File: config.mk
export PLATFORM = sky130hd
export DESIGN_NAME = gregorian_date_adder
export DESIGN_NICKNAME = d
export VERILOG_FILES = /design/src/rtl/gda_pkg.sv /design/src/rtl/gda_ctrl.sv /design/src/rtl/gda_dp.sv /design/src/rtl/gregorian_date_adder.sv
export SDC_FILE = /design/constraint.sdc
export NUM_CORES = 1
export LEC_CHECK = 0
export BUFFER_PORTS_ARGS = -buffer_cell sky130_fd_sc_hd__buf_2
export CAP_MARGIN = 40
export CORE_UTILIZATION = 55
export DETAILED_ROUTE_END_ITERATION = 12
export PLACE_DENSITY = 0.72
export SYNTH_ARGS = -nofsm -noshare
export SYNTH_HDL_FRONTEND = slang
export SYNTH_HIERARCHICAL = 1
export SYNTH_SLANG_ARGS = --single-unit
File: constraint.sdc
create_clock -name clk -period 15.2 [get_ports clk]
set_input_delay 0.76 -clock clk [delete_from_list [all_inputs] [get_ports clk]]
set_output_delay 0.76 -clock clk [all_outputs]
set_load 0.05 [all_outputs]
File: src/rtl/gda_pkg.sv
// Shared types, constants and calendar helpers for the Gregorian date adder.
`timescale 1ns / 1ps

package gda_pkg;

	localparam int YEAR_W  = 14;
	localparam int MONTH_W = 4;
	localparam int DAY_W   = 5;
	localparam int STAT_W  = 2;
	localparam int R400_W  = 9;
	localparam int Q400_W  = 6;

	localparam logic [YEAR_W-1:0]  MAX_YEAR        = 14'd9999;
	localparam logic [MONTH_W-1:0] MONTH_JAN       = 4'd1;
	localparam logic [MONTH_W-1:0] MONTH_DEC       = 4'd12;
	localparam logic [R400_W-1:0]  LEAP_CYCLE_LAST = 9'd399;

	// floor(x/12) is (x*RECIP12) >> RECIP12_SHIFT for every x below 2**32.
	localparam logic [31:0] RECIP12       = 32'hAAAAAAAB;
	localparam int          RECIP12_SHIFT = 35;
	// floor(y/400) is (y*RECIP400) >> RECIP400_SHIFT for every 14-bit year.
	localparam logic [12:0] RECIP400       = 13'd5243;
	localparam int          RECIP400_SHIFT = 21;

	localparam logic [1:0] FUNC_ADD_DAYS   = 2'd0;
	localparam logic [1:0] FUNC_ADD_MONTHS = 2'd1;
	localparam logic [1:0] FUNC_ADD_YEARS  = 2'd2;

	localparam logic [STAT_W-1:0] STATUS_OK       = 2'd0;
	localparam logic [STAT_W-1:0] STATUS_INVALID  = 2'd1;
	localparam logic [STAT_W-1:0] STATUS_OVERFLOW = 2'd2;

	typedef enum logic [2:0] {
		ST_IDLE,
		ST_DIV,
		ST_REM,
		ST_CHECK,
		ST_WALK,
		ST_DONE
	} gda_state_t;

	typedef struct packed {
		logic load;
		logic div_step;
		logic rem_step;
		logic check;
		logic walk;
		logic out_load;
	} gda_cmd_t;

	typedef struct packed {
		logic walk_needed;
		logic walk_last;
	} gda_stat_t;

	// Leap year from the year's remainder modulo 400.
	function automatic logic leap_from_r400(input logic [R400_W-1:0] r);
		logic res;
		res = (r[1:0] == 2'd0) && (r != 9'd100) && (r != 9'd200) && (r != 9'd300);
		return res;
	endfunction

	function automatic logic [DAY_W-1:0] month_len(input logic [MONTH_W-1:0] m,
	                                               input logic leap);
		logic [DAY_W-1:0] len;
		case (m)
			4'd1, 4'd3, 4'd5, 4'd7, 4'd8, 4'd10, 4'd12: len = 5'd31;
			4'd2:                                     len = leap ? 5'd29 : 5'd28;
			default:                                  len = 5'd30;
		endcase
		return len;
	endfunction

endpackage

File: src/rtl/gda_ctrl.sv
// Sequencing state machine for the Gregorian date adder.
`timescale 1ns / 1ps

module gda_ctrl import gda_pkg::*; (
	input  logic      clk,
	input  logic      arst_n,
	input  logic      req_valid,
	output logic      req_stall,
	output logic      res_valid,
	input  logic      res_stall,
	input  gda_stat_t stat,
	output gda_cmd_t  cmd
);

	gda_state_t        state_q, state_d;
	logic              res_valid_q, res_valid_d;
	logic              out_free;

	assign out_free  = !res_valid_q || !res_stall;
	assign res_valid = res_valid_q;
	assign req_stall = (state_q != ST_IDLE);

	always_ff @(posedge clk or negedge arst_n) begin
		if (!arst_n) begin
			state_q     <= ST_IDLE;
			res_valid_q <= 1'b0;
		end else begin
			state_q     <= state_d;
			res_valid_q <= res_valid_d;
		end
	end

	always_comb begin
		state_d     = state_q;
		cmd         = '0;
		res_valid_d = res_valid_q && res_stall;
		case (state_q)
			ST_IDLE: begin
				if (req_valid) begin
					cmd.load = 1'b1;
					state_d  = ST_DIV;
				end
			end
			ST_DIV: begin
				cmd.div_step = 1'b1;
				state_d      = ST_REM;
			end
			ST_REM: begin
				cmd.rem_step = 1'b1;
				state_d      = ST_CHECK;
			end
			ST_CHECK: begin
				cmd.check = 1'b1;
				state_d   = stat.walk_needed ? ST_WALK : ST_DONE;
			end
			ST_WALK: begin
				cmd.walk = 1'b1;
				if (stat.walk_last) begin
					state_d = ST_DONE;
				end
			end
			ST_DONE: begin
				if (out_free) begin
					cmd.out_load = 1'b1;
					res_valid_d  = 1'b1;
					state_d      = ST_IDLE;
				end
			end
			default: begin
				state_d = ST_IDLE;
			end
		endcase
	end

endmodule

File: src/rtl/gda_dp.sv
// Datapath of the Gregorian date adder: dividers, date walk and result register.
`timescale 1ns / 1ps

module gda_dp import gda_pkg::*; #(
	parameter int AMOUNT_BITS = 16
) (
	input  logic                   clk,
	input  gda_cmd_t               cmd,
	output gda_stat_t              stat,
	input  logic [1:0]             func,
	input  logic [YEAR_W-1:0]      start_year,
	input  logic [MONTH_W-1:0]     start_month,
	input  logic [DAY_W-1:0]       start_day,
	input  logic [AMOUNT_BITS-1:0] amount,
	output logic [YEAR_W-1:0]      result_year,
	output logic [MONTH_W-1:0]     result_month,
	output logic [DAY_W-1:0]       result_day,
	output logic [STAT_W-1:0]      status
);

	localparam int SUM_W      = ((AMOUNT_BITS > YEAR_W) ? AMOUNT_BITS : YEAR_W) + 1;
	localparam int PROD12_W   = AMOUNT_BITS + RECIP12_SHIFT;
	localparam int PROD400_W  = RECIP400_SHIFT + Q400_W;

	// Captured item.
	logic [1:0]             func_q;
	logic [YEAR_W-1:0]      y0_q;
	logic [MONTH_W-1:0]     m0_q;
	logic [DAY_W-1:0]       d0_q;
	logic [AMOUNT_BITS-1:0] amt_q;

	// Reciprocal dividers: amount by 12 and year by 400.
	logic [AMOUNT_BITS-1:0] q12_q;
	logic [Q400_W-1:0]      q400_q;
	logic [MONTH_W-1:0]     rem12_q;
	logic [R400_W-1:0]      r400_q;

	// Working date.
	logic [YEAR_W-1:0]      y_q;
	logic [MONTH_W-1:0]     m_q;
	logic [DAY_W-1:0]       d_q;
	logic [AMOUNT_BITS-1:0] left_q;
	logic [STAT_W-1:0]      status_q;

	// Result register.
	logic [YEAR_W-1:0]      res_year_q;
	logic [MONTH_W-1:0]     res_month_q;
	logic [DAY_W-1:0]       res_day_q;
	logic [STAT_W-1:0]      res_status_q;

	logic [PROD12_W-1:0]    prod12;
	logic [PROD400_W-1:0]   prod400;
	logic [MONTH_W-1:0]     rem12;
	logic [R400_W-1:0]      rem400;

	logic [DAY_W-1:0]       ml0;
	logic                   invalid;
	logic                   start_over;
	logic [DAY_W-1:0]       msum;
	logic                   mcarry;
	logic [MONTH_W-1:0]     mon_new;
	logic [SUM_W-1:0]       ysum_mon;
	logic [SUM_W-1:0]       ysum_yr;

	logic [DAY_W-1:0]       ml;
	logic [DAY_W-1:0]       room;
	logic                   fits;
	logic                   wrap;
	logic                   year_end;
	logic [R400_W-1:0]      r400_inc;

	// The remainders are below 12 and 400, so only the low bits of
	// x - q*12 and y - q*400 are formed, with the products as shifted adds.
	always_comb begin
		prod12  = PROD12_W'(amt_q) * PROD12_W'(RECIP12);
		prod400 = PROD400_W'(y0_q) * PROD400_W'(RECIP400);
		rem12   = amt_q[MONTH_W-1:0] - {q12_q[0], 3'b000} - {q12_q[1:0], 2'b00};
		rem400  = y0_q[R400_W-1:0] - {q400_q[0], 8'd0} - {q400_q[1:0], 7'd0} -
		          {q400_q[4:0], 4'd0};
	end

	always_comb begin
		ml0        = month_len(m0_q, leap_from_r400(r400_q));
		invalid    = (m0_q < MONTH_JAN) || (m0_q > MONTH_DEC) ||
		             (d0_q == '0) || (d0_q > ml0);
		start_over = (y0_q > MAX_YEAR);
		msum       = DAY_W'(m0_q) + DAY_W'(rem12_q);
		mcarry     = (msum > DAY_W'(MONTH_DEC));
		mon_new    = mcarry ? MONTH_W'(msum - DAY_W'(MONTH_DEC)) : msum[MONTH_W-1:0];
		ysum_mon   = SUM_W'(y0_q) + SUM_W'(q12_q) + SUM_W'(mcarry);
		ysum_yr    = SUM_W'(y0_q) + SUM_W'(amt_q);
	end

	always_comb begin
		ml       = month_len(m_q, leap_from_r400(r400_q));
		room     = ml - d_q;
		fits     = (AMOUNT_BITS'(room) >= left_q);
		wrap     = (m_q == MONTH_DEC);
		year_end = (y_q == MAX_YEAR);
		r400_inc = (r400_q == LEAP_CYCLE_LAST) ? '0 : r400_q + 1'b1;
	end

	assign stat.walk_needed = (func_q == FUNC_ADD_DAYS) && !invalid && !start_over;
	assign stat.walk_last   = fits || (wrap && year_end);

	always_ff @(posedge clk) begin
		if (cmd.load) begin
			func_q   <= func;
			y0_q     <= start_year;
			m0_q     <= start_month;
			d0_q     <= start_day;
			amt_q    <= amount;
		end
		if (cmd.div_step) begin
			q12_q    <= prod12[PROD12_W-1:RECIP12_SHIFT];
			q400_q   <= prod400[PROD400_W-1:RECIP400_SHIFT];
		end
		if (cmd.rem_step) begin
			rem12_q  <= rem12;
			r400_q   <= rem400;
		end
		if (cmd.check) begin
			y_q      <= y0_q;
			m_q      <= m0_q;
			d_q      <= d0_q;
			left_q   <= amt_q;
			status_q <= STATUS_OK;
			if (invalid) begin
				status_q <= STATUS_INVALID;
			end else if (start_over) begin
				status_q <= STATUS_OVERFLOW;
			end else begin
				case (func_q)
					FUNC_ADD_MONTHS: begin
						y_q <= ysum_mon[YEAR_W-1:0];
						m_q <= mon_new;
						if (ysum_mon > SUM_W'(MAX_YEAR)) begin
							status_q <= STATUS_OVERFLOW;
						end
					end
					FUNC_ADD_YEARS: begin
						y_q <= ysum_yr[YEAR_W-1:0];
						if (ysum_yr > SUM_W'(MAX_YEAR)) begin
							status_q <= STATUS_OVERFLOW;
						end
					end
					default: begin
						// Adding days keeps the start date for the walk; the
						// unused code leaves the date as it is.
					end
				endcase
			end
		end
		if (cmd.walk) begin
			if (fits) begin
				d_q <= d_q + left_q[DAY_W-1:0];
			end else begin
				left_q <= left_q - AMOUNT_BITS'(room);
				d_q    <= '0;
				if (wrap) begin
					m_q    <= MONTH_JAN;
					y_q    <= y_q + 1'b1;
					r400_q <= r400_inc;
					if (year_end) begin
						status_q <= STATUS_OVERFLOW;
					end
				end else begin
					m_q <= m_q + 1'b1;
				end
			end
		end
		if (cmd.out_load) begin
			res_status_q <= status_q;
			if (status_q != STATUS_OK) begin
				res_year_q  <= y0_q;
				res_month_q <= m0_q;
				res_day_q   <= d0_q;
			end else begin
				res_year_q  <= y_q;
				res_month_q <= m_q;
				res_day_q   <= d_q;
			end
		end
	end

	assign result_year  = res_year_q;
	assign result_month = res_month_q;
	assign result_day   = res_day_q;
	assign status       = res_status_q;

endmodule

File: src/rtl/gregorian_date_adder.sv
// Top level of the Gregorian date adder: adds days, months or years to a date.
`timescale 1ns / 1ps
//
// Each request item carries a start date, an operation code (func) and an
// amount; the block returns exactly one result item with the new date and a
// status (ok, invalid start date, or year overflow, where the start date is
// echoed). Both channels use valid and stall: an item moves at a rising edge
// where valid is high and stall is low.
//
// Month and year additions, invalid or out-of-range starts and the unused
// code go through the divide, remainder and check steps to the result load;
// day additions walk in between, one month per walk step, until the rest of
// the amount fits in the month or the walk passes the last year. The divide
// and remainder steps form amount/12 and year mod 400 by reciprocal
// multiplication; the day walk advances one month per cycle, so a 16-bit day
// amount walks up to about 2200 months. One item is worked on at a time;
// req_stall is high while it is.
//
// The result sits in an output register, so a new item is taken while the
// previous result still waits on a stalled receiver; the finished item then
// waits in its last step until the register frees up. Asynchronous reset
// empties the block: no result is offered and the next request is taken.

module gregorian_date_adder import gda_pkg::*; #(
	parameter int AMOUNT_BITS = 16
) (
	input  logic                   clk,
	input  logic                   arst_n,
	input  logic                   req_valid,
	output logic                   req_stall,
	input  logic [1:0]             func,
	input  logic [YEAR_W-1:0]      start_year,
	input  logic [MONTH_W-1:0]     start_month,
	input  logic [DAY_W-1:0]       start_day,
	input  logic [AMOUNT_BITS-1:0] amount,
	output logic                   res_valid,
	input  logic                   res_stall,
	output logic [YEAR_W-1:0]      result_year,
	output logic [MONTH_W-1:0]     result_month,
	output logic [DAY_W-1:0]       result_day,
	output logic [STAT_W-1:0]      status
);

	gda_cmd_t  cmd;
	gda_stat_t stat;

	// The controller sequences load, divide, remainder, check, walk and
	// result load.
	gda_ctrl u_ctrl (
		.clk       (clk),
		.arst_n    (arst_n),
		.req_valid (req_valid),
		.req_stall (req_stall),
		.res_valid (res_valid),
		.res_stall (res_stall),
		.stat      (stat),
		.cmd       (cmd)
	);

	// The datapath holds the item, the dividers, the walking date and the
	// output register.
	gda_dp #(
		.AMOUNT_BITS (AMOUNT_BITS)
	) u_dp (
		.clk          (clk),
		.cmd          (cmd),
		.stat         (stat),
		.func         (func),
		.start_year   (start_year),
		.start_month  (start_month),
		.start_day    (start_day),
		.amount       (amount),
		.result_year  (result_year),
		.result_month (result_month),
		.result_day   (result_day),
		.status       (status)
	);

endmodule

==> metrics.txt <==
GRT Total Usage=0.256; Final Wtd Congestion=approximately 0.9; P&R area growth vs syn=8.65%; Crit path largest cell delay=approximately 0.6 ns; CP Buf/Inv Count=2; Slew headroom=0.475; Worst Max-Slew Pin Slew=a little under 0.8 ns; max cap viols=0; initial DRC count=809; met1 wire length=approximately 17000 µm; io pins=72; RSZ-0062 raised after global routing=false; port buffer count=71; CP dominant cell by count=fa_1; Antenna diodes=0; skew final=0.0107 ns; Crit path required time=15.44 ns; Hold Crit Class=primary input to asynchronous set/reset pin; via count=11900; worst skew pair latency=0.43 ns; Final setup violation count=0; Post-CTS Resized=0; Gate Count Post-Synth=1629; number of setup buffers added after CTS=0; FF-to-FF End=u_dp/q12_q[11]$_DFFE_PP_; initial core utilization=0.561; sequential share of the synthesized area=0.234; Setup crit end=u_dp/q12_q[11]$_DFFE_PP_; first-pass GRT wire length=61400 µm; mean routed wirelength per cell=17.6 µm; vias in the first global route=approximately 12000; Startpoint Class=register; vias per inst=5.68; Final period util=0.415; CP Cell Sequence=ha_1, fa_1, inv_1, fa_1, inv_1, fa_1, fa_1, fa_1, ha_1, nand2_1, nor3_1, a21oi_1, o211ai_1, a21oi_1, nor4_1, o21ai_0, a221oi_1; f_max=158 MHz; share of cells above drive strength 1=0.0894; first drt pass iteration count=6; ys async rst share=0.0282; Ys Warns=6; final wirelength=around 37000 µm; Die Ht=174 µm; Clock transition at path regs=~0.07 ns; global route overflow=0; Die Wd=174 µm; CTS Buf Count=17; Yosys reg bits=142; maximum number of pins on one net before global-route repair=42; status=finished clean; Crit path depth=17; number of enable flip-flop cells after synthesis=93; Post-DRT Antenna Nets=0; Mapped Avg Cell Area=9.95 µm²; family with the most delay on the worst path=adder cells; Filler Cell Count=2455; Slowest cell on crit path=fa_1; reg2reg setup slack=8.89 ns; Worst Setup SP=u_dp/amt_q[1]$_DFFE_PP_; CP max FO=8; max-slew violation count=0; Distinct cells, synth=88; CP endpoint kind=register; initial antenna violation count=0; DIE AREA=~30000 µm²; Hold Fails Final Rpt=0; critical path arrival=6.55 ns; Reg-to-Reg Start=u_dp/amt_q[1]$_DFFE_PP_; H-tree depth=4; minimum clock period=around 6.3 ns; mapped cell area=16200 µm²; Post-DP HPWL=roughly 30000 µm; Top Layer Used=met4; Clock Path Buffers=2; Layout Nets=roughly 2200; CTS Hold Bufs=0; Syn Nets=2110; Post-synth top flop=edfxtp_1; Setup Crit Path Kind=register to register; Setup TNS Final=0 ns; met3 WL post-DR=1520 µm; CTS Root Cell=clkbuf_16; Rows=62; CTS tree=yes; DRC=0; met2 routed WL=17400 µm; Clock Sinks=~140; total core area=28900 µm²; Reg2Reg Depth=17
-- synth_stat cells (5+ instances only) --
| cell type | instances | area share |
|---|---|---|
| xnor2_1 | 40 | 0.022 |
| nor4_1 | 10 | 0.0039 |
| o21a_1 | 9 | 0.0042 |
| mux2i_1 | 12 | 0.0074 |
| clkbuf_1 | 23 | 0.0053 |
| nor2b_1 | 10 | 0.0039 |
| nor2_1 | 54 | 0.013 |
| nand3b_1 | 5 | 0.0023 |
| and3_1 | 15 | 0.0058 |
| a21o_1 | 32 | 0.015 |
| o21bai_1 | 5 | 0.0023 |
| a21oi_1 | 93 | 0.029 |
| dfxtp_1 | 45 | 0.056 |
| nand2b_1 | 11 | 0.0042 |
| ha_1 | 286 | 0.22 |
| mux2_2 | 8 | 0.0056 |
| nand2_1 | 91 | 0.021 |
| nand3_1 | 30 | 0.0093 |
| o211ai_1 | 10 | 0.0046 |
| a211o_1 | 7 | 0.0038 |
| a211oi_1 | 15 | 0.0070 |
| and2_1 | 5 | 0.0019 |
| or4_1 | 5 | 0.0023 |
| nand4_1 | 8 | 0.0031 |
| nor3_1 | 31 | 0.0096 |
| o31ai_1 | 6 | 0.0028 |
| edfxtp_1 | 93 | 0.17 |
| o22ai_1 | 6 | 0.0023 |
| inv_1 | 279 | 0.065 |
| a31oi_1 | 8 | 0.0031 |
| a22oi_1 | 5 | 0.0023 |
| o21ai_0 | 78 | 0.024 |
| or3_1 | 8 | 0.0031 |
| fa_1 | 150 | 0.19 |
| xor2_1 | 22 | 0.012 |
| a221oi_1 | 6 | 0.0032 |
| or2_2 | 7 | 0.0027 |
-- final cells by class --
class,count,area [µm²],area share
inverters,281,1050,0.0599
clock inverters,14,173,0.00981
repair buffers,80,427,0.0242
well taps,384,480,0.0273
flip-flops and latches,142,3790,0.216
clock buffers,18,429,0.0244
multi-input cells,1176,11200,0.639
-- per-stage QoR --
step / util / std cells / hold slack, ns / cell area [µm²] / setup WS (ns)
after detailed placement: 0.589 / 2063 / 0.437 / 17000 / 8.90
after CTS: 0.610 / 2095 / 0.114 / 17600 / 8.86
after floorplan: - / 1629 / 0.419 / 16200 / 9.52
after global placement: 0.589 / 2062 / 0.432 / 17000 / 8.99
final: 0.610 / 2095 / 0.126 / 17600 / 8.89
after global routing: 0.610 / 2095 / 0.119 / 17600 / 8.58
-- worst register-to-register path: cells and delay by family (launching register included) --
kind            cells  cell delay [ns]
simple gates        3             0.73
buf+inv             2             0.25
flops               1             0.57
fa+ha+maj           7             3.42
compound gates      5             1.15
-- layer usage --
layer / GRT usage / up-vias
met5: 0 / -
met2: 0.424 / 287
met4: 0.0877 / 0
met3: 0.0303 / 44
li1: - / 5834
met1: 0.349 / 5745
-- cell usage in the layout, fill, tap and decap left out, drive strengths merged, types with 7 or more instances in the layout --
cell type	synthesis	final
o211ai	11	11
fa	150	150
o21a	9	9
buf	7	80
nand3	31	31
or3	9	9
xor2	22	22
nand2	92	92
a21oi	94	94
nor2	56	56
clkbuf	23	18
dfxtp	45	45
xnor2	40	40
and3	15	15
nor4	10	10
nor2b	10	10
a211oi	17	17
o21ai	78	78
nand4	8	8
mux2i	12	12
nand2b	11	11
mux2	8	8
nor3	32	32
a211o	7	7
a31oi	8	8
edfxtp	93	93
or2	9	9
inv	279	287
ha	286	286
a21o	33	33
-- sequential cells by signal, summed over array words and instances (netlist names) --
signal / flops
u_dp/rem12_q: 4
u_dp/status_q: 2
u_dp/y0_q: 14
u_dp/y_q: 14
u_ctrl/state_q: 3
u_dp/m0_q: 4
u_dp/d_q: 5
u_ctrl/res_valid: 1
u_dp/amt_q: 16
u_dp/func_q: 2
u_dp/m_q: 4
u_dp/result_year: 14
u_dp/d0_q: 5
u_dp/status: 2
u_dp/result_month: 4
u_dp/r400_q: 9
u_dp/q400_q: 5
u_dp/q12_q: 13
u_dp/left_q: 16
u_dp/result_day: 5
-- cell families after synthesis --
group / share of synthesized area
buffers and inverters: 0.0732
XOR/XNOR: 0.0335
multiplexers: 0.0130
adder cells (fa/ha/maj): 0.406
AO/OA/AOI/OAI: 0.141
AND/OR/NAND/NOR: 0.0990
flip-flops: 0.234
-- worst min path at each step --
stage,from,to,depth (start not counted)
floorplan,u_dp/left_q[12]$_DFF_P_,u_dp/left_q[12]$_DFF_P_,1
global placement,u_dp/left_q[12]$_DFF_P_,u_dp/left_q[12]$_DFF_P_,1
detailed placement,u_dp/left_q[12]$_DFF_P_,u_dp/left_q[12]$_DFF_P_,1
CTS,arst_n,u_ctrl/state_q[1]$_DFFE_PN0P_,1
global route,arst_n,u_ctrl/state_q[1]$_DFFE_PN0P_,1
finish,arst_n,u_ctrl/state_q[1]$_DFFE_PN0P_,1
Power is not shown: default switching activity piles up to over one toggle a cycle in this logic, so the estimate is an artifact.
